[config.mk]
export PLATFORM = sky130hd
export DESIGN_NAME = pfr_isqrt
export DESIGN_NICKNAME = d
export VERILOG_FILES = /design/src/pfr_pkg.sv /design/src/pfr_isqrt.sv
export SDC_FILE = /design/constraint.sdc
export NUM_CORES = 2
export LEC_CHECK = 0
export BUFFER_PORTS_ARGS = -buffer_cell sky130_fd_sc_hd__buf_2
export CAP_MARGIN = 5
export CORE_MARGIN = 2
export CORE_UTILIZATION = 55
export DETAILED_ROUTE_END_ITERATION = 7
export GPL_TIMING_DRIVEN = 0
export PLACE_DENSITY = 0.79
export SETUP_SLACK_MARGIN = 0.5
export SYNTH_ARGS = -nofsm -noshare
export SYNTH_HDL_FRONTEND = slang
export SYNTH_MEMORY_MAX_BITS = 65536
export SYNTH_SLANG_ARGS = --single-unit
[constraint.sdc]
create_clock -name clk -period 7.05 [get_ports clk]
set_clock_uncertainty 0.2 [all_clocks]
set_input_delay 1.41 -clock clk [delete_from_list [all_inputs] [get_ports clk]]
set_output_delay 1.41 -clock clk [all_outputs]
set_load 0.02 [all_outputs]
[src/pfr_pkg.sv]
`timescale 1ns / 1ps
`default_nettype none
package pfr_pkg;

	localparam int DIMS       = 3;
	localparam int FRAC_BITS  = 8;
	localparam int GAIN_SHIFT = 2 * FRAC_BITS;

	localparam int COORD_W = 24;
	localparam int DIFF_W  = COORD_W + 1;
	localparam int SQ_W    = 2 * DIFF_W;
	localparam int SUM_W   = SQ_W + 2;
	localparam int RANGE_W = 23;
	localparam int VAL_W   = 2 * RANGE_W;
	localparam int HALF_W  = VAL_W / 2;
	localparam int ROOT_W  = RANGE_W;
	localparam int GAIN_W  = 19;
	localparam int MAGC_W  = RANGE_W + GAIN_W;
	localparam int NSPLIT  = MAGC_W / 2;
	localparam int NUMP_W  = VAL_W + MAGC_W;
	localparam int NUM_W   = NUMP_W + GAIN_SHIFT;
	localparam int Q_W     = 32;
	localparam int HI_W    = NUM_W - Q_W;
	localparam int DEN_W   = 2 * VAL_W;
	localparam int REM_W   = DEN_W + 1;
	localparam int FORCE_W = 32;

	localparam logic [GAIN_W-1:0]  GAIN      = GAIN_W'(500000);
	localparam logic [FORCE_W-1:0] FORCE_MAX = 32'h7FFF_FFFF;
	localparam logic [FORCE_W-1:0] FORCE_MIN = 32'h8000_0000;

	typedef struct packed {
		logic             in_reach;
		logic             nz;
		logic             neg_x;
		logic             neg_y;
		logic [VAL_W-1:0] s;
		logic [VAL_W-1:0] ax2;
		logic [VAL_W-1:0] ay2;
	} sq_side_t;

	typedef struct packed {
		logic in_reach;
		logic nz;
		logic neg;
	} div_tag_t;

endpackage
`default_nettype wire

[src/pfr_isqrt.sv]
`timescale 1ns / 1ps
`default_nettype none
// Floor square root, one result bit per stage.
module pfr_isqrt (
	input  wire logic                         clk,
	input  wire logic                         arst_n,
	input  wire logic                         en,
	input  wire logic                         in_valid,
	input  wire logic [pfr_pkg::VAL_W-1:0]    value,
	input  wire pfr_pkg::sq_side_t            in_side,
	output logic                              out_valid,
	output logic [pfr_pkg::ROOT_W-1:0]        root,
	output pfr_pkg::sq_side_t                 out_side
);

	localparam int N = pfr_pkg::ROOT_W;
	localparam int W = pfr_pkg::VAL_W;

	logic              vld_s  [0:N-1];
	logic [W-1:0]      rem_s  [0:N-1];
	logic [N-1:0]      root_s [0:N-1];
	pfr_pkg::sq_side_t side_s [0:N-1];

	for (genvar k = 0; k < N; k++) begin : g_stage
		localparam int B = N - 1 - k;
		logic              pv;
		logic [W-1:0]      prem;
		logic [N-1:0]      proot;
		pfr_pkg::sq_side_t pside;
		logic [W:0]        trial;
		logic              take;

		if (k == 0) begin : g_in
			assign pv    = in_valid;
			assign prem  = value;
			assign proot = '0;
			assign pside = in_side;
		end else begin : g_mid
			assign pv    = vld_s[k-1];
			assign prem  = rem_s[k-1];
			assign proot = root_s[k-1];
			assign pside = side_s[k-1];
		end

		// (root + 2^B)^2 - root^2
		assign trial = ((W+1)'(proot) << (B + 1)) + ((W+1)'(1) << (2 * B));
		assign take  = {1'b0, prem} >= trial;

		always_ff @(posedge clk or negedge arst_n) begin
			if (!arst_n) begin
				vld_s[k] <= 1'b0;
			end else if (en) begin
				vld_s[k] <= pv;
			end
		end

		always_ff @(posedge clk) begin
			if (en) begin
				rem_s[k]  <= take ? W'({1'b0, prem} - trial) : prem;
				root_s[k] <= take ? (proot | (N'(1) << B)) : proot;
				side_s[k] <= pside;
			end
		end
	end

	assign out_valid = vld_s[N-1];
	assign root      = root_s[N-1];
	assign out_side  = side_s[N-1];

endmodule
`default_nettype wire

* After elaboration in Yosys (flattened, before gate mapping)
Memories as Yosys holds them, arrays and structs flattened.
Index checks and enable logic that the tools add are counted.
** Storage, ports and cells
- Logic and storage cells :: 142
- Memories :: 3
- Flip-flop bits (word level) :: 23
- Bits in writable memories :: 4853
- Output and inout bits :: 166
- Input port bits :: 192
** Cells by class
- $lt $le $gt $ge :: 23
- Add/subtract/negate cells :: 45
- Multiplexer cells :: 48
** Memories
- side_s :: depth 23, bits a word 142, read ports 23, clocked after memory_dff 0, write ports 23, RTL line pfr_isqrt.sv:22 : pfr_pkg::sq_side_t side_s [0:N-1];
- rem_s :: depth 23, bits a word 46, read ports 22, clocked after memory_dff 0, write ports 23, RTL line pfr_isqrt.sv:20 : logic [W-1:0] rem_s [0:N-1];
- root_s :: depth 23, bits a word 23, read ports 23, clocked after memory_dff 0, write ports 23, RTL line pfr_isqrt.sv:21 : logic [N-1:0] root_s [0:N-1];
** Operators by type and width (number)
- $mux 46 :: 23
- $add 45x43->46 const B :: 1
- $ge 46x25->1 :: 1
- $ge 46x26->1 :: 1
- $ge 46x27->1 :: 1
- $ge 46x28->1 :: 1
- $ge 46x29->1 :: 1
- $ge 46x30->1 :: 1
- $ge 46x31->1 :: 1
- $ge 46x32->1 :: 1
- $ge 46x33->1 :: 1
- $ge 46x34->1 :: 1
- $ge 46x35->1 :: 1
- $ge 46x36->1 :: 1
- $ge 46x37->1 :: 1
- $ge 46x38->1 :: 1
- $ge 46x39->1 :: 1
- $ge 46x40->1 :: 1
- $ge 46x41->1 :: 1
- $ge 46x42->1 :: 1
- $ge 46x43->1 :: 1
- $ge 46x44->1 :: 1
- $ge 46x45->1 :: 1
- $ge 46x45->1 const B :: 1
- 68 further kinds :: 70

* Longest topological paths before layout
An unclocked memory read counts as a cell.
- Word-level depth :: 4
- Gate-level depth with buffers :: 13
- Gate-level depth less buffers :: 11

* Least setup slack after synthesis
OpenSTA, ideal clock, no wires.
- Path kind :: register -> register
- From :: mem rem_s[20][23] in the netlist's numbering
- To :: mem rem_s[21][29] in the netlist's numbering (data pin)
- Buffers on the path :: 2
- Period minus slack after synthesis :: 3.411 ns
- Stages on the path, launching flop included :: 12
- Data arrival time :: 2.953 ns
- Setup slack :: 3.639 ns
- Setup time :: 0.258 ns
- Required time :: 6.592 ns
- Cells stage by stage :: edfxtp_1 ha_1 clkbuf_1 nand3_1 nor4_1 or3b_1 o21ai_1 nor2b_1 a2111oi_0 clkbuf_1 nand4_1 xnor2_1
** RTL lines (RTL line)
- start: declaration :: pfr_isqrt.sv:20

==> metrics.md <==
| Metric | Value |
|---|---|
| Status | `completed` |
| WL/cell | `between 15 and 20 um` |
| Number of global-route vias before repair | `approximately 72000` |
| Count of state elements after synthesis | `4577` |
| Number of synthesized flops with an enable pin | `about 4600` |
| Final hold violation count | `0` |
| Seq/Total Area, Yosys | `85.7%` |
| H-Tree Depth | `5` |
| Startpoint Class | `input pin` |
| Skew-Pair Late Insertion Delay | `approximately 0.93 ns` |
| Worst-path cell chain | `buf_12 -> buf_16 -> buf_16 -> buf_16 -> buf_16 -> buf_16 -> buf_16 -> buf_16` |
| Starting DRC count in detailed routing | `5183` |
| Slowest CP cell | `buf_16` |
| GRT overflow | `0` |
| Die Width | `544 um` |
| Nets | `9394` |
| Number of synthesis warnings | `0` |
| GPL Wtd Cong | `approximately 0.96` |
| Vias per cell | `5.29` |
| First-pass GRT wire length | `404000 um` |
| Synth Flop Type | `edfxtp_1` |
| TritonCTS clock tree | `yes` |
| Leakage Power | `63.7 nW` |
| Final TNS setup | `0 ns` |
| HP Class | `reg -> reg` |
| Synth top area share | `85.4%` |
| Synth Area per Inst | `slightly below 20 um^2` |
| Post-synth cell types | `between 80 and 90` |
| Drt first pass iters | `5` |
| Core box area | `290000 um^2` |
| Req. time, crit path | `7.38 ns` |
| Post-Syn Area | `160000 um^2` |
| Most common cell on crit path | `buf_16` |
| RSZ-0062 raised after global routing | `no` |
| Synth area leader | `edfxtp_1` |
| Pins Over Slew Limit | `0` |
| Crit path time final | `5.95 ns` |
| Endpoints failing setup | `0` |
| Final WL | `around 260000 um` |
| Initial antenna violation count | `11` |
| CP top delay family | `buffers and inverters` |
| TritonCTS Sinks | `approximately 4600` |
| Power per cell area | `335 nW/um^2` |
| Mapped Nets | `8576` |
| Core Rows | `198` |
| DRT antenna net count | `0` |
| Clock transition at the registers of the reported paths | `about 0.06 ns` |
| Hpwl dp | `154000 um` |
| Flop2flop setup slack | `2.27 ns` |
| Placed Area | `168000 um^2` |
| Post-CTS Repair Setup Buffers | `0` |
| Syn-to-layout area delta | `13.4%` |
| # Max-Cap Violations | `0` |
| TritonCTS Buffers | `430` |
| Crit Path Max Fanout | `202` |
| DRC viols | `0` |
| Filler instances | `19200` |
| Largest net degree at the start of global routing | `between 200 and 250` |
| Mapped Cells | `8089` |
| I/O pin count | `358` |
| CTS Root Cell | `clkbuf_16` |
| Tcrit/Tclk final | `84.4%` |
| Slowest stage delay, CP | `around 0.65 ns` |
| CP Buf/Inv Count | `8` |
| Fraction of registers with async set/reset | `0.503%` |
| Synth top cells by count | `edfxtp_1, inv_1, ha_1, nor2_1, nand2_1` |
| Vias | `69700` |
| Die Ht | `544 um` |
| # resized after CTS | `0` |
| Fin area | `182000 um^2` |
| Longest Clk Path Bufs | `4` |
| Tightest Pin Transition | `1.20 ns` |
| Fmax | `168 MHz` |
| Initial core utilization | `55.2%` |
| Worst Setup End Kind | `register` |
| CP arrival | `6.28 ns` |
| GR Util All Layers | `between 15 and 20%` |
| Port buffer count | `357` |
| Slew HR | `between 15 and 20%` |
| Hold buffers post-CTS | `0` |
| Worst vdd ir | `around 340 uV` |
| Synth top area cells | `edfxtp_1, ha_1, xnor2_1` |
| Count leader, synth | `edfxtp_1` |
| CP Class | `in -> reg` |
| Layout cell share with drive strength beyond 1 | `11.5%` |
| Total die area | `296000 um^2` |
==> sequential cells by signal (all words and copies together), names as in the netlist <==
register / cells
side_s: 3266
rem_s: 1012
root_s: 276
g_stage.pv: 22
out_valid: 1
==> through the flow <==
step           hold WS [ns]  instances  worst slack [ns]  util [%]  power (W)
2_1_floorplan         0.200       8089              3.64         -     0.0365
3_3_place_gp          0.200      12300            -66.48      57.5     0.0418
3_5_place_dp          0.205      12400             0.107      57.7     0.0385
4_1_cts               0.163      13200              1.07      62.5     0.0615
5_1_grt               0.168      13200             0.670      62.6     0.0631
6_report              0.166      13200              1.10      62.6     0.0608
==> layout by cell type, fill, tap and decap left out, types with 23 or more instances in the layout <==
master	instances
nor4_1	156
clkinv_2	55
nand3_1	86
clkinv_1	94
clkbuf_1	160
mux2_1	32
or4_1	38
nand2b_1	70
o21ai_1	60
nand4_1	76
xor2_1	198
a211oi_1	35
o211ai_1	26
a21o_1	92
a21oi_1	252
nor2b_1	46
nor4b_1	23
a31oi_1	23
or3_1	61
o31ai_1	33
nor2_1	295
ha_1	295
bufinv_16	43
inv_1	354
mux2_2	39
nor3_1	136
o21ai_0	167
edfxtp_1	4554
dfrtp_1	23
buf_2	367
o21a_1	63
clkbuf_16	434
buf_16	27
nand2_1	268
xnor2_1	228
==> where the power goes <==
part           leakage (nW)  total (W)  switching, W  internal (W)
registers              44.6     0.0336       0.00107        0.0325
clock network          6.74     0.0228       0.00980        0.0130
logic                  12.4    0.00446       0.00276       0.00170
==> final cells by class <==
type / count / area, um^2 / area share [%]
Sequential cell: 4577 / 137000 / 75.6
Multi-Input combinational cell: 3074 / 21200 / 11.7
Clock buffer: 533 / 11300 / 6.20
Tap cell: 3900 / 4880 / 2.69
Clock inverter: 257 / 2730 / 1.50
Timing Repair Buffer: 386 / 2550 / 1.41
Inverter: 360 / 1350 / 0.744
Buffer: 78 / 312 / 0.172
Antenna cell: 4 / 10.0 / 0.00551
==> per-layer routing <==
| metal | share of wire (%) | global-route usage (%) | vias to the layer above | wire [um] |
|---|---|---|---|---|
| met5 | 0 | 0 | - | 0 |
| met4 | 3.8 | 6.92 | 0 | 9910 |
| met3 | 3.9 | 2.65 | 561 | 10200 |
| met2 | 55 | 32.5 | 1712 | 142000 |
| met1 | 38 | 20.4 | 34100 | 98100 |
| li1 | - | - | 33300 | - |
==> worst reg2reg max path, cell delays in order (launching register included) <==
cell and delay, ns:
edfxtp_1 0.40, ha_1 0.31, clkbuf_1 0.24, a21oi_1 0.28, o21ai_1 0.15, a2111oi_0 0.69, nor3b_1 0.51, nor2b_1 0.50
nand2_1 0.25, buf_1 0.40, buf_1 0.36, a21oi_1 0.29
==> logic make-up (layout without fill, tap and decap cells) <==
group / after synthesis / in the layout / synth area share [%]
DFF: 4577 / 4577 / 85.7
muxes: 78 / 78 / 0.543
other: 0 / 4 / 0
and+or+nand+nor: 1384 / 1384 / 4.55
adders and majority gates: 295 / 295 / 2.30
AOI/OAI and AO/OA: 891 / 891 / 3.51
buffers and inverters: 438 / 1614 / 1.04
xor gates and xnor gates: 426 / 426 / 2.33
==> path summary, 6_finish.rpt <==
check                               startpoint        endpoint  cells after the start
worst min register to register  side_s[1][620]  side_s[1][762]                      0
max in group asynchronous               arst_n  g_stage[19].pv                      1
worst min-delay path            side_s[1][620]  side_s[1][762]                      0
worst max-delay path                        en  side_s[2][325]                      8
min in group asynchronous               arst_n  g_stage[21].pv                      1
worst max register to register   rem_s[20][21]   rem_s[21][24]                     11
Power figures use the tool's default switching activity.
